<file path="src/design/erc_pkg.sv">
// shared types, symbol codes and crc helper for the escaped frame receiver
// no dependencies; imported by all modules of the block, not by the interfaces
package erc_pkg;

    localparam logic [7:0]  SYM_SOH  = 8'h01;
    localparam logic [7:0]  SYM_EOT  = 8'h04;
    localparam logic [7:0]  SYM_DLE  = 8'h10;
    localparam logic [15:0] CRC_POLY = 16'h1021;

    localparam logic CMD_BYTE    = 1'b0;
    localparam logic CMD_RELEASE = 1'b1;

    typedef struct packed {
        logic       command;
        logic [7:0] rx_byte;
    } item_t;

    typedef struct packed {
        logic       data_valid;
        logic [7:0] data_byte;
        logic [7:0] data_index;
        logic       frame_good;
        logic [7:0] payload_length;
        logic       frame_pending;
        logic       dropped;
    } result_t;

    // crc-16 xmodem, one byte msb first
    function automatic logic [15:0] crc_feed(logic [15:0] crc, logic [7:0] b);
        logic [15:0] c;
        c = crc ^ {b, 8'h00};
        for (int k = 0; k < 8; k++)
        begin
            if (c[15])
                c = {c[14:0], 1'b0} ^ CRC_POLY;
            else
                c = {c[14:0], 1'b0};
        end
        return c;
    endfunction

endpackage

</file>
<file path="src/design/erc_in_if.sv">
// input channel of the escaped frame receiver: command and raw link byte
// depends on nothing but the valid/ready handshake
interface erc_in_if;
    logic       valid;
    logic       ready;
    logic       command;
    logic [7:0] rx_byte;

    modport source (output valid, output command, output rx_byte, input ready);
    modport sink   (input valid, input command, input rx_byte, output ready);
endinterface

</file>
<file path="src/design/erc_out_if.sv">
// result channel of the escaped frame receiver: one result per input transfer
// depends on nothing but the valid/ready handshake
interface erc_out_if;
    logic       valid;
    logic       ready;
    logic       data_valid;
    logic [7:0] data_byte;
    logic [7:0] data_index;
    logic       frame_good;
    logic [7:0] payload_length;
    logic       frame_pending;
    logic       dropped;

    modport source (output valid, output data_valid, output data_byte, output data_index,
                    output frame_good, output payload_length, output frame_pending,
                    output dropped, input ready);
    modport sink   (input valid, input data_valid, input data_byte, input data_index,
                    input frame_good, input payload_length, input frame_pending,
                    input dropped, output ready);
endinterface

</file>
<file path="src/design/erc_core.sv">
// deframing state and per-byte decode: escape flag, store length, running crc
// depends on erc_pkg; advances its state once for every item it is told to take
module erc_core
    import erc_pkg::*;
#(
    parameter int BUFFER_BYTES = 256
)
(
    input  logic    clk,
    input  logic    rst_n,
    input  logic    fire,
    input  item_t   item,
    output result_t res
);

    localparam int LEN_W = $clog2(BUFFER_BYTES + 1);
    localparam logic [LEN_W-1:0] LEN_FULL = LEN_W'(BUFFER_BYTES);

    logic             escape_reg,  escape_next;
    logic [LEN_W-1:0] len_reg,     len_next;
    logic [15:0]      crc_reg,     crc_next;
    logic [7:0]       older_reg,   older_next;
    logic [7:0]       newer_reg,   newer_next;
    logic             good_reg,    good_next;

    logic [LEN_W-1:0] len_eff;
    logic [15:0]      crc_eff;
    logic [LEN_W-1:0] len_minus2;
    logic [LEN_W+7:0] len_ext;
    logic [LEN_W+7:0] pl_ext;
    logic             store;

    always_comb
    begin
        escape_next = escape_reg;
        len_next    = len_reg;
        crc_next    = crc_reg;
        older_next  = older_reg;
        newer_next  = newer_reg;
        good_next   = good_reg;
        res         = '0;
        store       = 1'b0;

        // buffer full wraps the store back to the start
        len_eff    = (len_reg >= LEN_FULL) ? '0 : len_reg;
        crc_eff    = (len_reg >= LEN_FULL) ? 16'h0000 : crc_reg;
        len_minus2 = len_eff - LEN_W'(2);
        len_ext    = {8'h00, len_eff};
        pl_ext     = {8'h00, len_minus2};

        if (item.command == CMD_RELEASE)
        begin
            good_next = 1'b0;
        end
        else if (good_reg)
        begin
            res.dropped = 1'b1;
        end
        else
        begin
            len_next = len_eff;
            crc_next = crc_eff;
            if (escape_reg)
            begin
                store = 1'b1;
            end
            else
            begin
                case (item.rx_byte)
                    SYM_SOH:
                    begin
                        len_next = '0;
                        crc_next = 16'h0000;
                    end
                    SYM_EOT:
                    begin
                        if (len_eff > LEN_W'(2) && {newer_reg, older_reg} == crc_eff)
                        begin
                            good_next          = 1'b1;
                            res.frame_good     = 1'b1;
                            res.payload_length = pl_ext[7:0];
                        end
                    end
                    SYM_DLE:
                    begin
                        escape_next = 1'b1;
                    end
                    default:
                    begin
                        store = 1'b1;
                    end
                endcase
            end
            if (store)
            begin
                escape_next = 1'b0;
                // crc trails the store by the two held bytes
                if (len_eff >= LEN_W'(2))
                    crc_next = crc_feed(crc_eff, older_reg);
                older_next     = newer_reg;
                newer_next     = item.rx_byte;
                res.data_valid = 1'b1;
                res.data_byte  = item.rx_byte;
                res.data_index = len_ext[7:0];
                len_next       = len_eff + LEN_W'(1);
            end
        end
        res.frame_pending = good_next;
    end

    always_ff @(posedge clk or negedge rst_n)
    begin
        if (!rst_n)
        begin
            escape_reg <= 1'b0;
            len_reg    <= '0;
            crc_reg    <= 16'h0000;
            older_reg  <= 8'h00;
            newer_reg  <= 8'h00;
            good_reg   <= 1'b0;
        end
        else if (fire)
        begin
            escape_reg <= escape_next;
            len_reg    <= len_next;
            crc_reg    <= crc_next;
            older_reg  <= older_next;
            newer_reg  <= newer_next;
            good_reg   <= good_next;
        end
    end

    a_pending_drops: assert property (@(posedge clk) disable iff (!rst_n)
        fire && good_reg && item.command == CMD_BYTE |-> res.dropped && !res.data_valid)
        else $error("byte not dropped while a good frame is pending");

    a_good_sets_pending: assert property (@(posedge clk) disable iff (!rst_n)
        fire && res.frame_good |=> good_reg)
        else $error("good frame did not become pending");

    a_release_clears: assert property (@(posedge clk) disable iff (!rst_n)
        fire && item.command == CMD_RELEASE |=> !good_reg)
        else $error("release left a frame pending");

    a_len_bound: assert property (@(posedge clk) disable iff (!rst_n)
        len_reg <= LEN_FULL)
        else $error("store length beyond buffer size");

    a_idle_holds: assert property (@(posedge clk) disable iff (!rst_n)
        !fire |=> $stable(crc_reg) && $stable(len_reg) && $stable(escape_reg))
        else $error("deframer state moved without a transfer");

endmodule

</file>
<file path="src/design/escaped_frame_receiver_crc16.sv">
// an item waits in the input register, its result in the result register until taken
// throughput: one item per cycle while results are taken; erc_core crc is combinational
// the input register refills in the same cycle that its item moves to the result register
// reset (rst_n, async, active low) clears the frame state, the crc and both channel
// valids; the block takes items in the first cycle after reset, no clearing pass
module escaped_frame_receiver_crc16
    import erc_pkg::*;
#(
    parameter int BUFFER_BYTES = 256
)
(
    input  logic              clk,
    input  logic              rst_n,
    erc_in_if.sink            link,
    erc_out_if.source         result
);

    logic    in_valid_reg,  in_valid_next;
    item_t   in_item_reg;
    logic    out_valid_reg, out_valid_next;
    result_t out_res_reg;
    result_t core_res;
    item_t   link_item;
    logic    move;
    logic    take;

    assign link_item.command = link.command;
    assign link_item.rx_byte = link.rx_byte;

    // item advances when the result register is empty or being emptied
    assign move      = in_valid_reg && (!out_valid_reg || result.ready);
    assign link.ready = !in_valid_reg || move;
    assign take      = link.valid && link.ready;

    always_comb
    begin
        in_valid_next = in_valid_reg;
        if (take)
            in_valid_next = 1'b1;
        else if (move)
            in_valid_next = 1'b0;

        out_valid_next = out_valid_reg;
        if (move)
            out_valid_next = 1'b1;
        else if (result.ready)
            out_valid_next = 1'b0;
    end

    erc_core #(
        .BUFFER_BYTES (BUFFER_BYTES)
    ) u_core (
        .clk   (clk),
        .rst_n (rst_n),
        .fire  (move),
        .item  (in_item_reg),
        .res   (core_res)
    );

    always_ff @(posedge clk or negedge rst_n)
    begin
        if (!rst_n)
        begin
            in_valid_reg  <= 1'b0;
            out_valid_reg <= 1'b0;
        end
        else
        begin
            in_valid_reg  <= in_valid_next;
            out_valid_reg <= out_valid_next;
        end
    end

    always_ff @(posedge clk)
    begin
        if (take)
            in_item_reg <= link_item;
        if (move)
            out_res_reg <= core_res;
    end

    assign result.valid          = out_valid_reg;
    assign result.data_valid     = out_res_reg.data_valid;
    assign result.data_byte      = out_res_reg.data_byte;
    assign result.data_index     = out_res_reg.data_index;
    assign result.frame_good     = out_res_reg.frame_good;
    assign result.payload_length = out_res_reg.payload_length;
    assign result.frame_pending  = out_res_reg.frame_pending;
    assign result.dropped        = out_res_reg.dropped;

endmodule
</file>
<file path="src/flat_wrapper.sv">
// flat-port wrapper written by rule: the top's interface ports become plain ports
module escaped_frame_receiver_crc16_flat import erc_pkg::*;
#(
    parameter int BUFFER_BYTES = 256
)
  (clk, rst_n, link_valid, link_command, link_rx_byte, link_ready, result_valid, result_data_valid, result_data_byte, result_data_index, result_frame_good, result_payload_length, result_frame_pending, result_dropped, result_ready);
  erc_in_if link_i ();
  erc_out_if result_i ();
  input  logic clk;
  input  logic rst_n;
  input wire logic [$bits(link_i.valid)-1:0] link_valid;
  input wire logic [$bits(link_i.command)-1:0] link_command;
  input wire logic [$bits(link_i.rx_byte)-1:0] link_rx_byte;
  output wire logic [$bits(link_i.ready)-1:0] link_ready;
  output wire logic [$bits(result_i.valid)-1:0] result_valid;
  output wire logic [$bits(result_i.data_valid)-1:0] result_data_valid;
  output wire logic [$bits(result_i.data_byte)-1:0] result_data_byte;
  output wire logic [$bits(result_i.data_index)-1:0] result_data_index;
  output wire logic [$bits(result_i.frame_good)-1:0] result_frame_good;
  output wire logic [$bits(result_i.payload_length)-1:0] result_payload_length;
  output wire logic [$bits(result_i.frame_pending)-1:0] result_frame_pending;
  output wire logic [$bits(result_i.dropped)-1:0] result_dropped;
  input wire logic [$bits(result_i.ready)-1:0] result_ready;
  assign link_i.valid = link_valid;
  assign link_i.command = link_command;
  assign link_i.rx_byte = link_rx_byte;
  assign link_ready = link_i.ready;
  assign result_valid = result_i.valid;
  assign result_data_valid = result_i.data_valid;
  assign result_data_byte = result_i.data_byte;
  assign result_data_index = result_i.data_index;
  assign result_frame_good = result_i.frame_good;
  assign result_payload_length = result_i.payload_length;
  assign result_frame_pending = result_i.frame_pending;
  assign result_dropped = result_i.dropped;
  assign result_i.ready = result_ready;
  escaped_frame_receiver_crc16 #(.BUFFER_BYTES(BUFFER_BYTES)) u_core (.clk(clk), .rst_n(rst_n), .link(link_i), .result(result_i));
endmodule
</file>
<file path="config.mk">
export PLATFORM = sky130hd
export DESIGN_NAME = escaped_frame_receiver_crc16_flat
export DESIGN_NICKNAME = d
export VERILOG_FILES = /design/src/design/erc_pkg.sv /design/src/design/erc_in_if.sv /design/src/design/erc_out_if.sv /design/src/design/erc_core.sv /design/src/design/escaped_frame_receiver_crc16.sv /design/src/flat_wrapper.sv
export SDC_FILE = /design/constraint.sdc
export NUM_CORES = 1
export LEC_CHECK = 0
export BUFFER_PORTS_ARGS = -buffer_cell sky130_fd_sc_hd__clkbuf_2
export CAP_MARGIN = 30
export CORE_MARGIN = 2
export CORE_UTILIZATION = 63
export DETAILED_ROUTE_END_ITERATION = 8
export GPL_ROUTABILITY_DRIVEN = 0
export PLACE_DENSITY = 0.9
export SYNTH_ARGS = -nofsm -noshare
export SYNTH_HDL_FRONTEND = slang
export SYNTH_SLANG_ARGS = --single-unit
export TNS_END_PERCENT = 20
</file>
<file path="constraint.sdc">
create_clock -name clk -period 6.65 [get_ports clk]
set_input_delay 0.9975 -clock clk [delete_from_list [all_inputs] [get_ports clk]]
set_output_delay 0.9975 -clock clk [all_outputs]
set_load 0.01 [all_outputs]
</file>
* Word level (Yosys, flattened, before mapping)
Index checks and enable logic that the tools add are counted.
** Operators by class
- $add $sub $neg :: 2
- $lt $le $gt $ge :: 3
- Equal/unequal tests :: 4
- Mux-type cells :: 64
- Bitwise operators :: 14
- Reduce and logical (&&, ||, !) cells :: 16
** Operators with widths (number)
- $mux W16 :: 33
- $mux W13 :: 8
- $mux W9 :: 5
- $not A3 Y3 :: 8
- $mux W1 :: 17
- $mux W17 :: 1
- $eq A16 B16 Y1 :: 1
- $xor A16 B16 Y16 :: 1
- $add A9 B1 Y9 const B :: 1
- $ge A9 B2 Y1 const B :: 1
- $ge A9 B9 Y1 const B :: 1
- $gt A9 B2 Y1 const B :: 1
- $eq A8 B1 Y1 const B :: 1
- $eq A8 B3 Y1 const B :: 1
- $eq A8 B5 Y1 const B :: 1
- $sub A8 B2 Y8 const B :: 1
- $reduce_or A3 Y1 :: 2
- $not A1 Y1 :: 5
- $reduce_or A5 Y1 :: 1
- $reduce_and A4 Y1 :: 1
- $reduce_bool A2 Y1 :: 2
- $reduce_or A4 Y1 :: 1
- $logic_and A1 B1 Y1 :: 3
- $reduce_and A3 Y1 :: 1
- 3 further kinds :: 5
** Storage, ports and cells
- Register bits after elaboration :: 82
- Input bits :: 13

* Logic depth before layout (Yosys ltp)
Gate-level depths: netlist (run 1).
- Depth in word-level cells :: 49
- Mapped depth :: 12
- Depth with buffers taken out :: 9

* Cells and area by module
Synthesis (run 1) repeated with hierarchy kept, for this count alone.
** Unflattened totals
- Cell total of the unflattened synthesis :: 387
- Area total of the unflattened synthesis :: 4306.6 um^2
** By module, submodules not included
- erc_core :: instances 1, cells each 342, area an instance 3091.7 um^2, sequential area each 1076.0 um^2
- escaped_frame_receiver_crc16 :: instances 1, cells each 45, area an instance 1214.9 um^2, sequential area each 1161.1 um^2

* Worst setup path before layout (run 1)
OpenSTA, ideal clock, no wires.
- Kind :: reg2reg
- From :: reg u_core.u_core.len_reg[8]
- To :: reg u_core.out_res_reg, in the netlist u_core.result.payload_length[4], data pin
- Setup time :: 159 ps
- Data arrival time :: 2504 ps
- Setup slack :: 3987 ps
- Stages on the path, launching flop included :: 11
- Buffers on the path :: 3
- Cell sequence :: dfrtp_1 > inv_1 > buf_2 > buf_1 > nand2_1 > ha_1 > buf_1 > or4_1 > o31ai_1 > nand4_4 > a211oi_2
** On the way
- Cells in the longest elaborated chain, start to end :: 6
- Elaborated cells between the ends (all ways) :: 9
** RTL lines
- start, declared :: RTL line erc_core.sv:20 : logic [LEN_W-1:0] len_reg, len_next;
- start signal, assigned :: RTL line erc_core.sv:125 : len_reg <= len_next;
- $ge A9 B9 Y1 :: RTL line erc_core.sv:45, erc_core.sv:46
- $mux W9 or $mux W16 (tied branches) :: RTL line erc_core.sv:45, erc_core.sv:46
- $gt A9 B2 Y1 or $eq A16 B16 Y1 (tied branches) :: RTL line erc_core.sv:77 : if (len_eff > LEN_W'(2) && {newer_reg, older_reg} == crc_eff)
- $logic_and A1 B1 Y1 :: RTL line erc_core.sv:77
- $not A1 Y1 (no source line)
- $reduce_or A5 Y1 (no source line)
- end signal, assigned :: RTL line escaped_frame_receiver_crc16.sv:79 : out_res_reg <= core_res;
- end, declared :: RTL line escaped_frame_receiver_crc16.sv:21 : result_t out_res_reg;
Several ways; a longest one is shown, not always the timed one.
A chain may end at the register's enable or synchronous reset.

* Worst setup path after layout (run 1)
- From :: reg u_core.u_core.len_reg[8]
- To :: reg u_core.out_res_reg, in the netlist u_core.result.payload_length[7], data pin
** On the way
- Cells in the longest elaborated chain, start to end :: 6
- Elaborated cells between the ends (all ways) :: 9
** RTL lines
- $ge A9 B9 Y1 (*) :: RTL line erc_core.sv:45 : len_eff = (len_reg >= LEN_FULL) ? '0 : len_reg;
- $mux W9 (*) :: RTL line erc_core.sv:45
- named net u_core.u_core.len_eff[1] :: RTL line erc_core.sv:26 : logic [LEN_W-1:0] len_eff;
- $gt A9 B2 Y1 :: RTL line erc_core.sv:77
- $logic_and A1 B1 Y1 :: RTL line erc_core.sv:77
- $not A1 Y1 (no source line)
- $reduce_or A5 Y1 (no source line)
Mark *: on every way through the listed nets, which the timed path passes. The rest lies on a longest branch.

==> results.toml, run 1 <==
[setup_path]
path_common_cell = "inv_1"
worst-path-stages = 8
rr_worst_depth = 8
worstSetupEndpoint = "u_core.result.payload_length[7]"
crit_type = "flop to flop"
reg2reg_slack_ns = 3.12
end_kind = "flop"
cp_num_buf_inv = 2
worstReg2RegStart = "u_core.u_core.len_reg[8]"
critical_path.max_fanout = 26
startpoint_type = "flop"
crit_required_ns = 6.83
cp_cell_sequence = "inv_1, nand2_1, inv_1, ha_1, or4_1, o31ai_1, nand4_4, nor3_1"
cp_data_arrival_time_ns = 3.71
reg2reg_to = "u_core.result.payload_length[7]"
crit_path_top_delay_cell = "dfrtp_1"
slowest_delay_ns = 0.89
cp-startpoint = "u_core.u_core.len_reg[8]"
path_delay_family = "simple AND/OR/NAND/NOR gates"

[detailed_routing]
ant_nets = 0
route.vias.total = 3137
avgRoutedWirePerCell_um = 18.6
avgViaCountPerCell = 6.36
drt_iter0_drc = 388
drt-total-wl_um = 9170
drt_pass1_iterations = 6
drc_errors = 0

[timing]
finalHoldViolations = 0
worstMarginPinSlew_ns = 0.829
skew_ns = 0.00928
finalSetupViolCount = 0
rsz0062_at_grt = "false"
slew_violations = 0
fin_crit_ns = 3.53
timing.fmax_ghz = 0.284
timing.final.crit_share = 0.530
final.setup.tns_ns = 0
slew-limit-headroom = 0.447

[cts]
ctsHoldBuffers = 0
h-tree-depth = 3
ctsResizeCount = 0
cts_buffer_depth = 2
cts_made_buffers = 9
clock-sinks = 82
post_cts.repair.setup_buffers = 0
clkSlewWorstSetupHoldPaths_ns = 0.08
cts_tree = "done"
insertion_delay_ns = 0.36
clock-root-buffer = "clkbuf_8"

[layout]
final_cell_area_mm2 = 0.00471
final_cell_mix = "45 x dfrtp_1, 42 x clkbuf_2, 37 x edfxtp_1"
largest_reg_flops = 16
multi_input_area_mm2 = 0.00183
fillers = 416
seqCellArea_mm2 = 0.00224
fin_util = 0.733
layout.nets = 428
drive_above_1_share = 0.204
syn_to_final_growth_pct = 10.7
antenna_cells = 0
final_common_cell = "dfrtp_1"

[die]
die_area_mm2 = 0.00742
pin_count = 43
initial_core_util = 0.662
std_cell_rows = 29
die_h_um = 86.2
die_w_um = 86.2
core_area_mm2 = 0.00642

[synthesis]
synth-seq-cells = 82
synth-edff-count = 37
synth_ff_type = "dfrtp_1"
ys_types = 60
netlist_area_mm2 = 0.00425
yosysWarnings = 0
syn_nets = 394
synth_cells = 377
synth-simple-area-share = 0.170
async_flop_share = 0.549
synthMuxAreaShare = 0.0397
synth_top_family_by_area = "simple AND/OR/NAND/NOR gates"
synth-adder-area-share = 0.0118
ys_seq_area_frac = 0.526
avgSynthCellArea_um2 = 11.3
synth_xor_area_frac = 0.0783
synth_compound_area_frac = 0.130

[min_path]
hp-class = "flop to flop"

[power]
pwr-share-seq = 0.421
swShare = 0.384
comb_power_share = 0.397
p_int_mw = 1.22
switching_power_uw = 762
pwr-share-clk = 0.182
powerDensity_mw_per_mm2 = 422
leakage_nw = 1.89
peakVddDrop_mv = 0.355

[global_routing]
grt_pass1_vias = 3023
grt_first_pass_wirelength_um = 15300
grtUsageMet2 = 0.437
busiest_layer = "met2"
met3_usage = 0.0404
grt_max_degree = 28
use_met1 = 0.362
grt_usage = 0.269
antenna_found_initial = 0
grt.overflow.total = 0

[flow_run]
maxCapViolations = 0

[place]
dpl.hpwl_um = 6380
port_buffers = 42
placed_cell_area_mm2 = 0.00451

[outcome]
status = "completed"
-- routing by layer --
metal	vias up	wire, um
met4	0	295
met5	-	0
met1	1500	3690
met3	45	620
li1	1417	-
met2	175	4560
-- synthesized netlist by cell type (10+ instances only) --
master / n / area share
nand3_1: 10 / 0.012
nor2b_1: 11 / 0.016
nand2_1: 28 / 0.025
mux2_2: 15 / 0.040
nor2_1: 21 / 0.019
a22o_1: 15 / 0.031
xnor2_1: 34 / 0.070
edfxtp_1: 37 / 0.26
inv_1: 21 / 0.019
clkbuf_1: 10 / 0.0088
dfrtp_1: 45 / 0.26
and2_1: 11 / 0.016
nor3_1: 14 / 0.016
-- stage by stage --
step	std cells	hold WS [ns]	total power, mW	setup WS [ns]
2_1_floorplan	377	0.451	1.42	3.99
3_3_place_gp	475	0.464	1.56	3.45
3_5_place_dp	477	0.495	1.60	3.30
4_1_cts	493	0.519	1.97	3.26
5_1_grt	493	0.537	2.09	2.88
6_report	493	0.520	1.99	3.12
-- layout make-up --
| type | count | share of cell area |
|---|---|---|
| inverters | 21 | 0.0167 |
| clock inverters | 2 | 0.00346 |
| flip-flops and latches | 82 | 0.475 |
| clock buffers | 14 | 0.0393 |
| multi-input cells | 252 | 0.388 |
| repair buffers | 45 | 0.0564 |
| well taps | 77 | 0.0205 |
-- power by group through the flow --
stage	registers, mW	clock network [mW]	logic [mW]
after floorplan	0.756	0	0.667
after global placement	0.827	0	0.736
after detailed placement	0.834	0	0.771
after CTS	0.824	0.365	0.782
after global routing	0.848	0.388	0.858
final	0.836	0.361	0.789
-- worst min-delay path by stage --
stage / startpoint / to / slack (ns) / depth (start not counted)
after floorplan: u_core.u_core.escape_reg / u_core.u_core.escape_reg / 0.45 / 2
after global placement: u_core.u_core.escape_reg / u_core.u_core.escape_reg / 0.46 / 2
after detailed placement: u_core.u_core.escape_reg / u_core.u_core.escape_reg / 0.50 / 2
after CTS: u_core.u_core.escape_reg / u_core.u_core.escape_reg / 0.52 / 2
after global routing: u_core.u_core.escape_reg / u_core.u_core.escape_reg / 0.54 / 2
final: u_core.u_core.escape_reg / u_core.u_core.escape_reg / 0.52 / 2
-- cell families (layout without fill, tap and decap cells) --
logic type / Yosys count / after routing
xor+xnor: 38 / 38
simple gates: 129 / 129
buf+inv: 43 / 82
mux: 15 / 15
fa+ha+maj: 4 / 4
compound gates: 66 / 66
flops: 82 / 82
-- worst reg2reg max path, stage by stage, from the launching register on --
cell and delay [ns]:
dfrtp_1 0.89, inv_1 0.61, nand2_1 0.27, inv_1 0.12, ha_1 0.22, or4_1 0.54
o31ai_1 0.15, nand4_4 0.26, nor3_1 0.28
No activity file was read; power rests on OpenSTA's default activity.
==> run 2: changes to the inputs <==
--- a/config.mk
+++ b/config.mk
@@ -5,13 +5,14 @@
 export SDC_FILE = /design/constraint.sdc
 export NUM_CORES = 1
 export LEC_CHECK = 0
+export ABC_AREA = 1
 export BUFFER_PORTS_ARGS = -buffer_cell sky130_fd_sc_hd__clkbuf_2
 export CAP_MARGIN = 30
 export CORE_MARGIN = 2
-export CORE_UTILIZATION = 63
+export CORE_UTILIZATION = 60
 export DETAILED_ROUTE_END_ITERATION = 8
 export GPL_ROUTABILITY_DRIVEN = 0
-export PLACE_DENSITY = 0.9
+export PLACE_DENSITY = 0.86
 export SYNTH_ARGS = -nofsm -noshare
 export SYNTH_HDL_FRONTEND = slang
 export SYNTH_SLANG_ARGS = --single-unit
==> constraint.sdc (replaced) <==
create_clock -name clk -period 3.6 [get_ports clk]
set_input_delay 0.54 -clock clk [delete_from_list [all_inputs] [get_ports clk]]
set_output_delay 0.54 -clock clk [all_outputs]
set_load 0.01 [all_outputs]
==> run 2 against run 1 <==
  * Total power grew 100%
  * Clock skew is 0.0043 ns higher
  * Flip-flop and latch count stayed put
  * Routed wire length grew 20%
  * Clock-buffer cell count decreased by 5
  * Critical path depth is 2 higher
  * Critical path type unchanged
  * Critical endpoint is now u_core.result.payload_length[0]
  * Largest power group is now combinational logic
  * Highest routed layer unchanged
==> results.toml, run 2 <==
[outcome]
status = "completed"

[power]
pwr-share-clk = 0.152
swShare = 0.468
pwr-share-seq = 0.359
total_power_mw = 4.07
peakVddDrop_mv = 0.389
comb_power_share = 0.490
powerDensity_mw_per_mm2 = 801
switching_power_mw = 1.91
leakage_nw = 2.64
p_int_mw = 2.16

[layout]
drive_above_1_share = 0.125
syn_to_final_growth_pct = 9.99
seqCellArea_mm2 = 0.00224
final_common_cell = "nand2_1"
largest_reg_flops = 16
multi_input_area_mm2 = 0.00205
antenna_cells = 0
fillers = 600
final_cell_mix = "240 x nand2_1, 69 x nand3_1, 65 x nor2_1"
layout.nets = 668

[global_routing]
grtUsageMet2 = 0.447
grt_max_degree = 46
met3_usage = 0.0394
antenna_found_initial = 0
grt_pass1_vias = 3943
grt.overflow.total = 0
grt_usage = 0.274
use_met1 = 0.369
busiest_layer = "met2"
grt_first_pass_wirelength_um = 18400

[timing]
rsz0062_at_grt = "false"
slew-limit-headroom = 0.470
timing.final.crit_share = 0.654
finalHoldViolations = 0
worstMarginPinSlew_ns = 0.794
skew_ns = 0.0136
slew_violations = 0
final.setup.tns_ns = 0
fin_crit_ns = 2.35
timing.fmax_ghz = 0.425
finalSetupViolCount = 0

[place]
port_buffers = 42
dpl.hpwl_um = 7780

[synthesis]
synth_most_common_cell = "nand2_1"
syn_nets = 627
synth_common_cells = "240 x nand2_1, 69 x nand3_1, 65 x nor2_1"
ys_types = 32
synth_top_area_frac = 0.244
netlist_area_mm2 = 0.00462
synth-seq-cells = 82
yosysWarnings = 0
synth_top_cell_by_area = "dfrtp_1"
synth_cells = 610
synth_ff_type = "dfrtp_1"
async_flop_share = 0.549
avgSynthCellArea_um2 = 7.57
synth-edff-count = 37
ys_seq_area_frac = 0.484
synthTopCellsByArea = "dfrtp_1 24%, edfxtp_1 24%, nand2_1 19%, nand3_1 7.5%, nor2_1 5.3%"

[cts]
cts_tree = "done"
ctsResizeCount = 0
clock-sinks = 82
ctsHoldBuffers = 0
post_cts.repair.setup_buffers = 0
clock-root-buffer = "clkbuf_8"
clkSlewWorstSetupHoldPaths_ns = 0.09
insertion_delay_ns = 0.36
cts_made_buffers = 9
h-tree-depth = 3
cts_buffer_depth = 2

[setup_path]
cp_cell_sequence = "inv_2, buf_4, nand2_1, nand2_1, nand2_1, nor2_1, nand2_1, nor2_2, nand4_4, nor2_1"
critical_path.max_fanout = 45
startpoint_type = "flop"
cp_data_arrival_time_ns = 2.57
crit_type = "flop to flop"
path_common_cell = "nand2_1"
slowest_delay_ns = 0.45
crit_required_ns = 3.81
end_kind = "flop"
crit_path_top_delay_cell = "dfrtp_1"

[detailed_routing]
ant_nets = 0
drc_errors = 0
drt-total-wl_um = 11000
drt_pass1_iterations = 6
avgRoutedWirePerCell_um = 14.6
avgViaCountPerCell = 5.66
drt_iter0_drc = 613
route.vias.total = 4274

[die]
pin_count = 43
die_w_um = 91.8
initial_core_util = 0.627
die_h_um = 91.8
core_area_mm2 = 0.00737
die_area_mm2 = 0.00842
std_cell_rows = 31

[min_path]
hp-class = "input port to async pin"

[flow_run]
maxCapViolations = 0
## run 2: final timing paths
| path | startpoint | to | slack, ns | cells after the start |
|---|---|---|---|---|
| setup reg to reg | u_core.u_core.len_reg[8] | u_core.result.payload_length[0] | 1.25 | 10 |
| hold reg to reg | u_core.u_core.len_reg[1] | u_core.u_core.len_reg[1] | 0.51 | 2 |
| setup / recovery | u_core.u_core.len_reg[8] | u_core.result.payload_length[0] | 1.25 | 10 |
| min in group clk | link_rx_byte[6] | u_core.in_item_reg[6] | 0.35 | 1 |
| max in group asynchronous | rst_n | u_core.u_core.len_reg[5] | 2.93 | 2 |
| hold / removal | rst_n | u_core.u_core.crc_reg[15] | 0.14 | 1 |
## run 2: critical path, delay by kind of cell, from the launching register on
kind | cells | cell delay (ns)
and+or+nand+nor | 8 | 1.15
buffers and inverters | 2 | 0.58
DFF | 1 | 0.45
## run 2: routing by layer
metal | wire length, um | vias up | part of all wire
li1 | - | 2022 | -
met1 | 4560 | 1942 | 0.41
met3 | 938 | 45 | 0.085
met5 | 0 | - | 0
met4 | 361 | 0 | 0.033
met2 | 5130 | 265 | 0.47
## run 2: area by class of cell
class,count,share of cell area
flip-flops and latches,82,0.440
multi-input cells,450,0.403
clock inverters,7,0.0106
repair buffers,47,0.0527
well taps,99,0.0244
clock buffers,9,0.0244
inverters,61,0.0451
## run 2: logic make-up (layout without fill, tap and decap cells)
| logic type | count (synthesis) | after routing | synth area share |
|---|---|---|---|
| XOR/XNOR | 7 | 7 | 0.0133 |
| AND/OR/NAND/NOR | 400 | 400 | 0.376 |
| buffers and inverters | 78 | 124 | 0.0728 |
| AO/OA/AOI/OAI | 39 | 39 | 0.0428 |
| flip-flops | 82 | 82 | 0.484 |
| adder cells (fa/ha/maj) | 4 | 4 | 0.0108 |
## run 2: power by group through the flow
stage          Combinational, mW  Sequential, mW  Clock [mW]
2_1_floorplan               1.51            1.43           0
3_3_place_gp                1.86            1.45           0
3_5_place_dp                1.93            1.46           0
4_1_cts                     1.94            1.45       0.621
5_1_grt                     2.23            1.48       0.655
6_report                    1.99            1.46       0.617
## run 2: stage by stage
| step | std cells | util | setup slack, ns | area [um2] | hold WS (ns) |
|---|---|---|---|---|---|
| finish | 755 | 0.690 | 1.25 | 5080 | 0.138 |
| global route | 755 | 0.690 | 1.03 | 5080 | 0.195 |
| CTS | 754 | 0.688 | 1.28 | 5070 | 0.160 |
| detailed placement | 738 | 0.663 | 1.30 | 4890 | 0.478 |
| global placement | 737 | 0.661 | 1.33 | 4870 | 0.482 |
| floorplan | 610 | - | 1.48 | 4620 | 0.244 |
